**src/rtl/blr_pkg.sv**
```systemverilog
package blr_pkg;

  localparam int COORD_BITS_DEF = 12;
  localparam int ADDR_W         = 26;
  localparam int PITCH_W        = 15;
  localparam int BPP_W          = 3;
  localparam int COLOR_W        = 32;
  localparam int CFG_IDX_W      = 1;
  localparam int CFG_DATA_W     = PITCH_W;

  localparam logic [PITCH_W-1:0] PITCH_RST = PITCH_W'(3072);
  localparam logic [BPP_W-1:0]   BPP_RST   = BPP_W'(3);
  localparam logic [BPP_W-1:0]   BPP_ALPHA = BPP_W'(4);

  localparam logic OP_START = 1'b0;
  localparam logic OP_STEP  = 1'b1;

  localparam logic [CFG_IDX_W-1:0] CFG_ROW_PITCH = CFG_IDX_W'(0);
  localparam logic [CFG_IDX_W-1:0] CFG_BPP       = CFG_IDX_W'(1);

  typedef struct packed {
    logic valid;
    logic last;
  } blr_ctl_t;

endpackage

```
**src/rtl/blr_step.sv**
```systemverilog
module blr_step #(
  parameter int COORD_BITS = blr_pkg::COORD_BITS_DEF
) (
  input  logic                        clk,
  input  logic                        rst_n,
  input  logic                        in_valid,
  output logic                        in_stall,
  input  logic                        in_opcode,
  input  logic [COORD_BITS-1:0]       in_start_x,
  input  logic [COORD_BITS-1:0]       in_start_y,
  input  logic [COORD_BITS-1:0]       in_end_x,
  input  logic [COORD_BITS-1:0]       in_end_y,
  input  logic [blr_pkg::COLOR_W-1:0] in_line_color,
  input  logic                        take,
  output blr_pkg::blr_ctl_t           pix_ctl,
  output logic [COORD_BITS-1:0]       pix_x,
  output logic [COORD_BITS-1:0]       pix_y,
  output logic [blr_pkg::COLOR_W-1:0] pix_color
);

  localparam int ERR_W = COORD_BITS + 2;
  localparam int E2_W  = COORD_BITS + 3;

  logic [COORD_BITS-1:0]       cur_x_r, cur_x_nxt, cur_y_r, cur_y_nxt;
  logic [COORD_BITS-1:0]       tgt_x_r, tgt_x_nxt, tgt_y_r, tgt_y_nxt;
  logic [COORD_BITS-1:0]       span_x_r, span_x_nxt, span_y_r, span_y_nxt;
  logic                        neg_x_r, neg_x_nxt, neg_y_r, neg_y_nxt;
  logic signed [ERR_W-1:0]     err_r, err_nxt;
  logic [blr_pkg::COLOR_W-1:0] color_r, color_nxt;
  logic                        busy_r, busy_nxt;

  blr_pkg::blr_ctl_t           ctl_r, ctl_nxt;
  logic [COORD_BITS-1:0]       px_r, px_nxt, py_r, py_nxt;
  logic [blr_pkg::COLOR_W-1:0] pcol_r, pcol_nxt;

  logic                        accept;
  logic                        slot_free;
  logic signed [E2_W-1:0]      e2;
  logic                        move_x, move_y;
  logic [COORD_BITS-1:0]       step_x, step_y;
  logic [COORD_BITS-1:0]       dx, dy;

  assign slot_free = !ctl_r.valid || take;
  assign in_stall  = !slot_free;
  assign accept    = in_valid && slot_free;

  assign dx = (in_start_x > in_end_x) ? in_start_x - in_end_x : in_end_x - in_start_x;
  assign dy = (in_start_y > in_end_y) ? in_start_y - in_end_y : in_end_y - in_start_y;

  assign e2     = {err_r, 1'b0};
  assign move_x = e2 > -$signed({3'b000, span_y_r});
  assign move_y = e2 < $signed({3'b000, span_x_r});
  assign step_x = neg_x_r ? cur_x_r - COORD_BITS'(1) : cur_x_r + COORD_BITS'(1);
  assign step_y = neg_y_r ? cur_y_r - COORD_BITS'(1) : cur_y_r + COORD_BITS'(1);

  always_comb begin
    cur_x_nxt  = cur_x_r;
    cur_y_nxt  = cur_y_r;
    tgt_x_nxt  = tgt_x_r;
    tgt_y_nxt  = tgt_y_r;
    span_x_nxt = span_x_r;
    span_y_nxt = span_y_r;
    neg_x_nxt  = neg_x_r;
    neg_y_nxt  = neg_y_r;
    err_nxt    = err_r;
    color_nxt  = color_r;
    busy_nxt   = busy_r;
    px_nxt     = px_r;
    py_nxt     = py_r;
    pcol_nxt   = pcol_r;
    ctl_nxt    = ctl_r;
    if (take) begin
      ctl_nxt.valid = 1'b0;
    end
    if (accept) begin
      ctl_nxt.valid = 1'b0;
      if (in_opcode == blr_pkg::OP_START) begin
        cur_x_nxt  = in_start_x;
        cur_y_nxt  = in_start_y;
        tgt_x_nxt  = in_end_x;
        tgt_y_nxt  = in_end_y;
        color_nxt  = in_line_color;
        span_x_nxt = dx;
        span_y_nxt = dy;
        neg_x_nxt  = !(in_start_x < in_end_x);
        neg_y_nxt  = !(in_start_y < in_end_y);
        err_nxt    = $signed({2'b00, dx}) - $signed({2'b00, dy});
        busy_nxt   = (in_start_x != in_end_x) || (in_start_y != in_end_y);
      end else if (busy_r) begin
        px_nxt   = cur_x_r;
        py_nxt   = cur_y_r;
        pcol_nxt = color_r;
        err_nxt  = err_r
                 - (move_x ? $signed({2'b00, span_y_r}) : ERR_W'(0))
                 + (move_y ? $signed({2'b00, span_x_r}) : ERR_W'(0));
        if (move_x) begin
          cur_x_nxt = step_x;
        end
        if (move_y) begin
          cur_y_nxt = step_y;
        end
        ctl_nxt.valid = 1'b1;
        ctl_nxt.last  = (cur_x_nxt == tgt_x_r) && (cur_y_nxt == tgt_y_r);
        if (ctl_nxt.last) begin
          busy_nxt = 1'b0;
        end
      end
    end
  end

  always_ff @(posedge clk) begin
    if (!rst_n) begin
      busy_r <= 1'b0;
      ctl_r  <= '0;
    end else begin
      busy_r <= busy_nxt;
      ctl_r  <= ctl_nxt;
    end
  end

  always_ff @(posedge clk) begin
    cur_x_r  <= cur_x_nxt;
    cur_y_r  <= cur_y_nxt;
    tgt_x_r  <= tgt_x_nxt;
    tgt_y_r  <= tgt_y_nxt;
    span_x_r <= span_x_nxt;
    span_y_r <= span_y_nxt;
    neg_x_r  <= neg_x_nxt;
    neg_y_r  <= neg_y_nxt;
    err_r    <= err_nxt;
    color_r  <= color_nxt;
    px_r     <= px_nxt;
    py_r     <= py_nxt;
    pcol_r   <= pcol_nxt;
  end

  assign pix_ctl   = ctl_r;
  assign pix_x     = px_r;
  assign pix_y     = py_r;
  assign pix_color = pcol_r;

endmodule

```
**src/rtl/blr_addr.sv**
```systemverilog
module blr_addr #(
  parameter int COORD_BITS = blr_pkg::COORD_BITS_DEF
) (
  input  logic                        clk,
  input  logic                        rst_n,
  input  blr_pkg::blr_ctl_t           pix_ctl,
  input  logic [COORD_BITS-1:0]       pix_x,
  input  logic [COORD_BITS-1:0]       pix_y,
  input  logic [blr_pkg::COLOR_W-1:0] pix_color,
  input  logic [blr_pkg::PITCH_W-1:0] row_pitch,
  input  logic [blr_pkg::BPP_W-1:0]   bytes_per_pixel,
  output logic                        take,
  output logic                        out_valid,
  input  logic                        out_stall,
  output logic [COORD_BITS-1:0]       out_pixel_x,
  output logic [COORD_BITS-1:0]       out_pixel_y,
  output logic [blr_pkg::ADDR_W-1:0]  out_pixel_address,
  output logic [blr_pkg::COLOR_W-1:0] out_pixel_color,
  output logic                        out_write_alpha,
  output logic                        out_last_pixel
);

  localparam int PY_W  = COORD_BITS + blr_pkg::PITCH_W;
  localparam int PX_W  = COORD_BITS + blr_pkg::BPP_W;
  localparam int SUM_W = ((PY_W > blr_pkg::ADDR_W) ? PY_W : blr_pkg::ADDR_W) + 1;

  logic                        valid_r, valid_nxt;
  logic [COORD_BITS-1:0]       x_r, y_r;
  logic [blr_pkg::ADDR_W-1:0]  addr_r;
  logic [blr_pkg::COLOR_W-1:0] color_r;
  logic                        alpha_r, last_r;

  logic [PY_W-1:0]  prod_y;
  logic [PX_W-1:0]  prod_x;
  logic [SUM_W-1:0] addr_sum;

  assign take      = !valid_r || !out_stall;
  assign valid_nxt = take ? pix_ctl.valid : valid_r;

  assign prod_y   = PY_W'(pix_y) * PY_W'(row_pitch);
  assign prod_x   = PX_W'(pix_x) * PX_W'(bytes_per_pixel);
  assign addr_sum = SUM_W'(prod_y) + SUM_W'(prod_x);

  always_ff @(posedge clk) begin
    if (!rst_n) begin
      valid_r <= 1'b0;
    end else begin
      valid_r <= valid_nxt;
    end
  end

  always_ff @(posedge clk) begin
    if (take && pix_ctl.valid) begin
      x_r     <= pix_x;
      y_r     <= pix_y;
      addr_r  <= addr_sum[blr_pkg::ADDR_W-1:0];
      color_r <= pix_color;
      alpha_r <= (bytes_per_pixel == blr_pkg::BPP_ALPHA);
      last_r  <= pix_ctl.last;
    end
  end

  assign out_valid         = valid_r;
  assign out_pixel_x       = x_r;
  assign out_pixel_y       = y_r;
  assign out_pixel_address = addr_r;
  assign out_pixel_color   = color_r;
  assign out_write_alpha   = alpha_r;
  assign out_last_pixel    = last_r;

endmodule

```
**src/rtl/bresenham_line_rasterizer_core.sv**
```systemverilog
// channel  | direction | handshake            | payload
// in       | input     | in_valid / in_stall  | opcode, endpoints, line colour
// out      | output    | out_valid / out_stall | pixel x, y, address, colour, flags
// cfg      | input     | cfg_wr_en            | cfg_index, cfg_wdata
// one item is taken per clock while in_stall is low; a pixel goes from its step transfer
// to the pixel register, then the output register; the bresenham state updates in the
// transfer cycle, the address multiply sits before the output register
// rst_n is synchronous; it clears the line-active flag and both pipeline valid bits
// out_stall holds the output register; the middle pixel register still takes an item
// when empty, so in_stall only rises with both stages full
module bresenham_line_rasterizer_core #(
  parameter int COORD_BITS = blr_pkg::COORD_BITS_DEF
) (
  input  logic                           clk,
  input  logic                           rst_n,
  input  logic                           in_valid,
  output logic                           in_stall,
  input  logic                           in_opcode,
  input  logic [COORD_BITS-1:0]          in_start_x,
  input  logic [COORD_BITS-1:0]          in_start_y,
  input  logic [COORD_BITS-1:0]          in_end_x,
  input  logic [COORD_BITS-1:0]          in_end_y,
  input  logic [blr_pkg::COLOR_W-1:0]    in_line_color,
  output logic                           out_valid,
  input  logic                           out_stall,
  output logic [COORD_BITS-1:0]          out_pixel_x,
  output logic [COORD_BITS-1:0]          out_pixel_y,
  output logic [blr_pkg::ADDR_W-1:0]     out_pixel_address,
  output logic [blr_pkg::COLOR_W-1:0]    out_pixel_color,
  output logic                           out_write_alpha,
  output logic                           out_last_pixel,
  input  logic                           cfg_wr_en,
  input  logic [blr_pkg::CFG_IDX_W-1:0]  cfg_index,
  input  logic [blr_pkg::CFG_DATA_W-1:0] cfg_wdata
);

  logic [blr_pkg::PITCH_W-1:0] pitch_r, pitch_nxt;
  logic [blr_pkg::BPP_W-1:0]   bpp_r, bpp_nxt;

  blr_pkg::blr_ctl_t           pix_ctl;
  logic [COORD_BITS-1:0]       pix_x, pix_y;
  logic [blr_pkg::COLOR_W-1:0] pix_color;
  logic                        take;

  always_comb begin
    pitch_nxt = pitch_r;
    bpp_nxt   = bpp_r;
    if (cfg_wr_en) begin
      unique case (cfg_index)
        blr_pkg::CFG_ROW_PITCH: pitch_nxt = cfg_wdata[blr_pkg::PITCH_W-1:0];
        blr_pkg::CFG_BPP:       bpp_nxt   = cfg_wdata[blr_pkg::BPP_W-1:0];
        default: begin
          pitch_nxt = pitch_r;
        end
      endcase
    end
  end

  always_ff @(posedge clk) begin
    if (!rst_n) begin
      pitch_r <= blr_pkg::PITCH_RST;
      bpp_r   <= blr_pkg::BPP_RST;
    end else begin
      pitch_r <= pitch_nxt;
      bpp_r   <= bpp_nxt;
    end
  end

  blr_step #(
    .COORD_BITS(COORD_BITS)
  ) u_step (
    .clk          (clk),
    .rst_n        (rst_n),
    .in_valid     (in_valid),
    .in_stall     (in_stall),
    .in_opcode    (in_opcode),
    .in_start_x   (in_start_x),
    .in_start_y   (in_start_y),
    .in_end_x     (in_end_x),
    .in_end_y     (in_end_y),
    .in_line_color(in_line_color),
    .take         (take),
    .pix_ctl      (pix_ctl),
    .pix_x        (pix_x),
    .pix_y        (pix_y),
    .pix_color    (pix_color)
  );

  blr_addr #(
    .COORD_BITS(COORD_BITS)
  ) u_addr (
    .clk              (clk),
    .rst_n            (rst_n),
    .pix_ctl          (pix_ctl),
    .pix_x            (pix_x),
    .pix_y            (pix_y),
    .pix_color        (pix_color),
    .row_pitch        (pitch_r),
    .bytes_per_pixel  (bpp_r),
    .take             (take),
    .out_valid        (out_valid),
    .out_stall        (out_stall),
    .out_pixel_x      (out_pixel_x),
    .out_pixel_y      (out_pixel_y),
    .out_pixel_address(out_pixel_address),
    .out_pixel_color  (out_pixel_color),
    .out_write_alpha  (out_write_alpha),
    .out_last_pixel   (out_last_pixel)
  );

endmodule

```
**config.mk**
```make
export PLATFORM = sky130hd
export DESIGN_NAME = bresenham_line_rasterizer_core
export DESIGN_NICKNAME = d
export VERILOG_FILES = /design/src/rtl/blr_pkg.sv /design/src/rtl/blr_step.sv /design/src/rtl/blr_addr.sv /design/src/rtl/bresenham_line_rasterizer_core.sv
export SDC_FILE = /design/constraint.sdc
export NUM_CORES = 1
export LEC_CHECK = 0
export BUFFER_PORTS_ARGS = -buffer_cell sky130_fd_sc_hd__buf_4
export CORE_MARGIN = 1
export CORE_UTILIZATION = 45
export DETAILED_ROUTE_END_ITERATION = 6
export PLACE_DENSITY = 0.72
export REMOVE_ABC_BUFFERS = 1
export SLEW_MARGIN = 20
export SYNTH_ARGS = -nofsm -noshare
export SYNTH_HDL_FRONTEND = slang
export SYNTH_HIERARCHICAL = 1
export SYNTH_SLANG_ARGS = --single-unit
```
**constraint.sdc**
```tcl
create_clock -name clk -period 17.4 [get_ports clk]
set_input_delay 1.74 -clock clk [delete_from_list [all_inputs] [get_ports clk]]
set_output_delay 1.74 -clock clk [all_outputs]
set_load 0.01 [all_outputs]
```
==> flow_summary.yaml <==
global_route:
  grt_start_max_net_pins: 73
  globalRouteMet2Util_pct: 36.41
  antenna_violations_before_repair: 0
  grt_pass1_vias: 16668
  overflow: 0
  busiest_layer: "met2"
  grtUsageMet3_pct: 3.123
  grt_usage_pct: 21.78
  grt_first_pass_wirelength_microns: 87710
  global_route.usage.met1_pct: 28.70
hold_path:
  timing.hold.worst.class: "reg -> reg"
clock_network:
  tritoncts_clock_tree: "done"
  postCtsHoldBufs: 0
  cts.sinks: 282
  h_tree_level_count: 2
  cts_buffer_depth: 3
  cts.repair_timing.setup_buffer_count: 0
  clock_tree.root_cell: "sky130_fd_sc_hd__clkbuf_16"
  worst_skew_pair.late_latency_ns: 0.54
  ctsResizeCount: 0
  cts_made_buffers: 34
  worst_setup_hold_path_clk_slew_ns: 0.06
die:
  core_region_area_sq_um: 50070
  core.rowCount: 82
  die-area_sq_um: 51470
  die_y_microns: 226.9
  overall_die_width_microns: 226.9
  io-pin-count: 188
  floorplan.initialDensity_pct: 45.45
synthesis:
  yosysUniqueCellTypes: 86
  asyncSetResetFlopFracSynth_pct: 0
  post_synth_edffs: 260
  yosys_warnings: 6
  syn-instance-count: 2151
  synth_seq_area_share_pct: 36.24
  post-synth-top-area-cell: "sky130_fd_sc_hd__edfxtp_1"
  yosysTopAreaCellShare_pct: 34.31
  netlist_area_sq_um: 22760
  average_instance_area_after_synthesis_sq_um: 10.58
  synth.area.top_cells: "sky130_fd_sc_hd__edfxtp_1, sky130_fd_sc_hd__fa_1, sky130_fd_sc_hd__ha_1"
  synth_flop_cell: "sky130_fd_sc_hd__edfxtp_1"
  register_bit_total_from_synthesis: 282
power_and_ir_drop:
  power.ir.vdd_worst_uv: 109.0
  powerDensity_nw_per_um2: 124.8
  power.static_leakage_nw: 11.54
routing:
  first_iter_violations: 1156
  detail_route.vias_per_cell: 5.342
  wl_per_cell_microns: 18.42
  drc: 0
  totalWireLength_microns: 55430
  detailedRoute.firstPassIterationCount: 5
  antenna_nets_post_route: 0
  via_count: 16078
timing:
  fin_hold_ws_ns: 0.4125
  final-hold-violation-count: 0
  grt_setup_unrepaired: "false"
  worst_slew_margin_rel_pct: 29.17
  fin_clk_skew_ns: 0.01198
  final_max_slew_viol_count: 0
  setup_viol: 0
  min_period_ns: 6.774
  final_min_period_over_clock_period_pct: 38.93
  timing_worst_slew_pin_value_ns: 1.063
  tns_ns: 0
  max_clock_freq_ghz: 0.1476
worst_setup_path:
  category_of_the_most_critical_setup_path: "reg -> reg"
  timing.critical_path.arrival_ns: 7.08
  crit_path_max_fanout: 22
  reg2reg_setup_slack_ns: 10.63
  critical_path.startpoint_type: "flip-flop"
  critical_path.endpoint_type: "flip-flop"
  critical_path_required_ns: 17.70
flow_run:
  maxCapViolCount: 0
placement:
  dp.final_hpwl_microns: 43160
  gpl.final_weighted_congestion: 0.9424
  port_buffers: 187
run_status:
  outcome: "completed"
finish:
  most-common-layout-cells: "sky130_fd_sc_hd__inv_1, sky130_fd_sc_hd__edfxtp_1, sky130_fd_sc_hd__ha_1, sky130_fd_sc_hd__buf_4, sky130_fd_sc_hd__nand2_1"
  final_common_cell: "sky130_fd_sc_hd__inv_1"
  area_growth_pct: 14.10
  layout.filler_cells: 4458
  layout-drive-gt1-share_pct: 12.28
  n_antenna_cell: 0
  design.final.nets: 2804
[synthesized netlist by cell type (47+ instances only)]
cell type / number
sky130_fd_sc_hd__xnor2_1: 81
sky130_fd_sc_hd__inv_1: 353
sky130_fd_sc_hd__fa_1: 183
sky130_fd_sc_hd__and2_1: 141
sky130_fd_sc_hd__nand2_1: 188
sky130_fd_sc_hd__o21ai_0: 74
sky130_fd_sc_hd__a21oi_1: 98
sky130_fd_sc_hd__clkbuf_1: 53
sky130_fd_sc_hd__nor2_1: 84
sky130_fd_sc_hd__ha_1: 205
sky130_fd_sc_hd__mux2i_1: 47
sky130_fd_sc_hd__edfxtp_1: 260
[final cells by class]
cell class,count,area [sq um],area share [%]
multi-input combinational,1449,12920,49.77
sequential,282,8248,31.77
timing repair buffer,194,1456,5.609
inverter,353,1325,5.103
clock buffer,39,890.9,3.431
tap,672,840.8,3.238
clock inverter,21,281.5,1.084
[where the power goes]
part | internal (W) | total [W] | switching (W)
Clock | 0.000460 | 0.000749 | 0.000289
Combinational | 0.000675 | 0.00158 | 0.000906
Sequential | 0.000845 | 0.000910 | 0.0000647
Total | 0.00198 | 0.00324 | 0.00126
[logic make-up after synthesis]
group / synth area share [%]
DFF: 36.24
xor gates and xnor gates: 5.014
and+or+nand+nor: 12.06
adders and majority gates: 27.37
muxes: 2.364
buffers and inverters: 7.120
AOI/OAI and AO/OA: 9.831
[registers in the layout (all words and copies together) (netlist names), 3 cells and up]
register                  cells
u_addr/out_pixel_color       32
pitch_r                      15
u_addr/out_pixel_y           12
u_step/pix_y                 12
u_step/tgt_x_r               12
u_step/span_x_r              12
u_addr/out_pixel_address     26
u_step/tgt_y_r               12
u_addr/out_pixel_x           12
bpp_r                         3
u_step/err_r                 14
u_step/cur_y_r               12
u_step/span_y_r              12
u_step/pix_x                 12
u_step/cur_x_r               12
u_step/color_r               32
u_step/pix_color             32
[critical path: stages, from the launching register on]
cell and delay, ns:
sky130_fd_sc_hd__edfxtp_1 0.44, sky130_fd_sc_hd__nor2_1 0.21, sky130_fd_sc_hd__nand3b_1 0.13, sky130_fd_sc_hd__nor2_1 0.14
sky130_fd_sc_hd__nand3_1 0.20, sky130_fd_sc_hd__o41ai_1 0.27, sky130_fd_sc_hd__o21ai_0 0.14, sky130_fd_sc_hd__ha_1 0.30
sky130_fd_sc_hd__nand4_1 0.18, sky130_fd_sc_hd__a211oi_1 0.23, sky130_fd_sc_hd__nor3_1 0.10, sky130_fd_sc_hd__and3_1 0.20
sky130_fd_sc_hd__a211oi_4 0.40, sky130_fd_sc_hd__buf_4 0.37, sky130_fd_sc_hd__and2_1 0.20, sky130_fd_sc_hd__fa_1 0.46
sky130_fd_sc_hd__inv_1 0.09, sky130_fd_sc_hd__ha_1 0.23, sky130_fd_sc_hd__a21o_1 0.18, sky130_fd_sc_hd__a21oi_1 0.23
sky130_fd_sc_hd__o21ai_1 0.14, sky130_fd_sc_hd__a2111oi_0 0.56, sky130_fd_sc_hd__o41ai_1 0.24, sky130_fd_sc_hd__a21o_1 0.24
sky130_fd_sc_hd__a31o_1 0.21, sky130_fd_sc_hd__a21oi_1 0.17, sky130_fd_sc_hd__xor2_1 0.09, sky130_fd_sc_hd__a21o_1 0.17
[metal layers]
| layer | up-vias | wire, microns | share of wire, % |
|---|---|---|---|
| met2 | 501 | 26830 | 48 |
| li1 | 7542 | - | - |
| met4 | 0 | 1593 | 2.9 |
| met5 | - | 0 | 0 |
| met1 | 7934 | 23740 | 43 |
| met3 | 101 | 3269 | 5.9 |
[metrics by stage]
step	area, sq um	total power [W]	setup WS (ns)	utilization (%)	std cells
detailed placement	24790	0.002476	10.55	49.52	2950
finish	25960	0.003241	10.63	51.86	3010
global placement	24790	0.002430	10.70	49.52	2950
CTS	25960	0.003247	10.63	51.86	3010
global route	25960	0.003490	9.997	51.86	3010
floorplan	22460	0.002103	10.19	-	2084
[final timing paths]
check	depth (start not counted)	to	startpoint
setup / recovery	27	u_step/err_r[13]	u_step/span_y_r[2]
hold / removal	0	u_addr/out_pixel_color[20]	u_step/pix_color[20]
setup reg to reg	27	u_step/err_r[13]	u_step/span_y_r[2]
hold reg to reg	0	u_addr/out_pixel_color[20]	u_step/pix_color[20]
No activity file was read; power rests on OpenSTA's default activity.
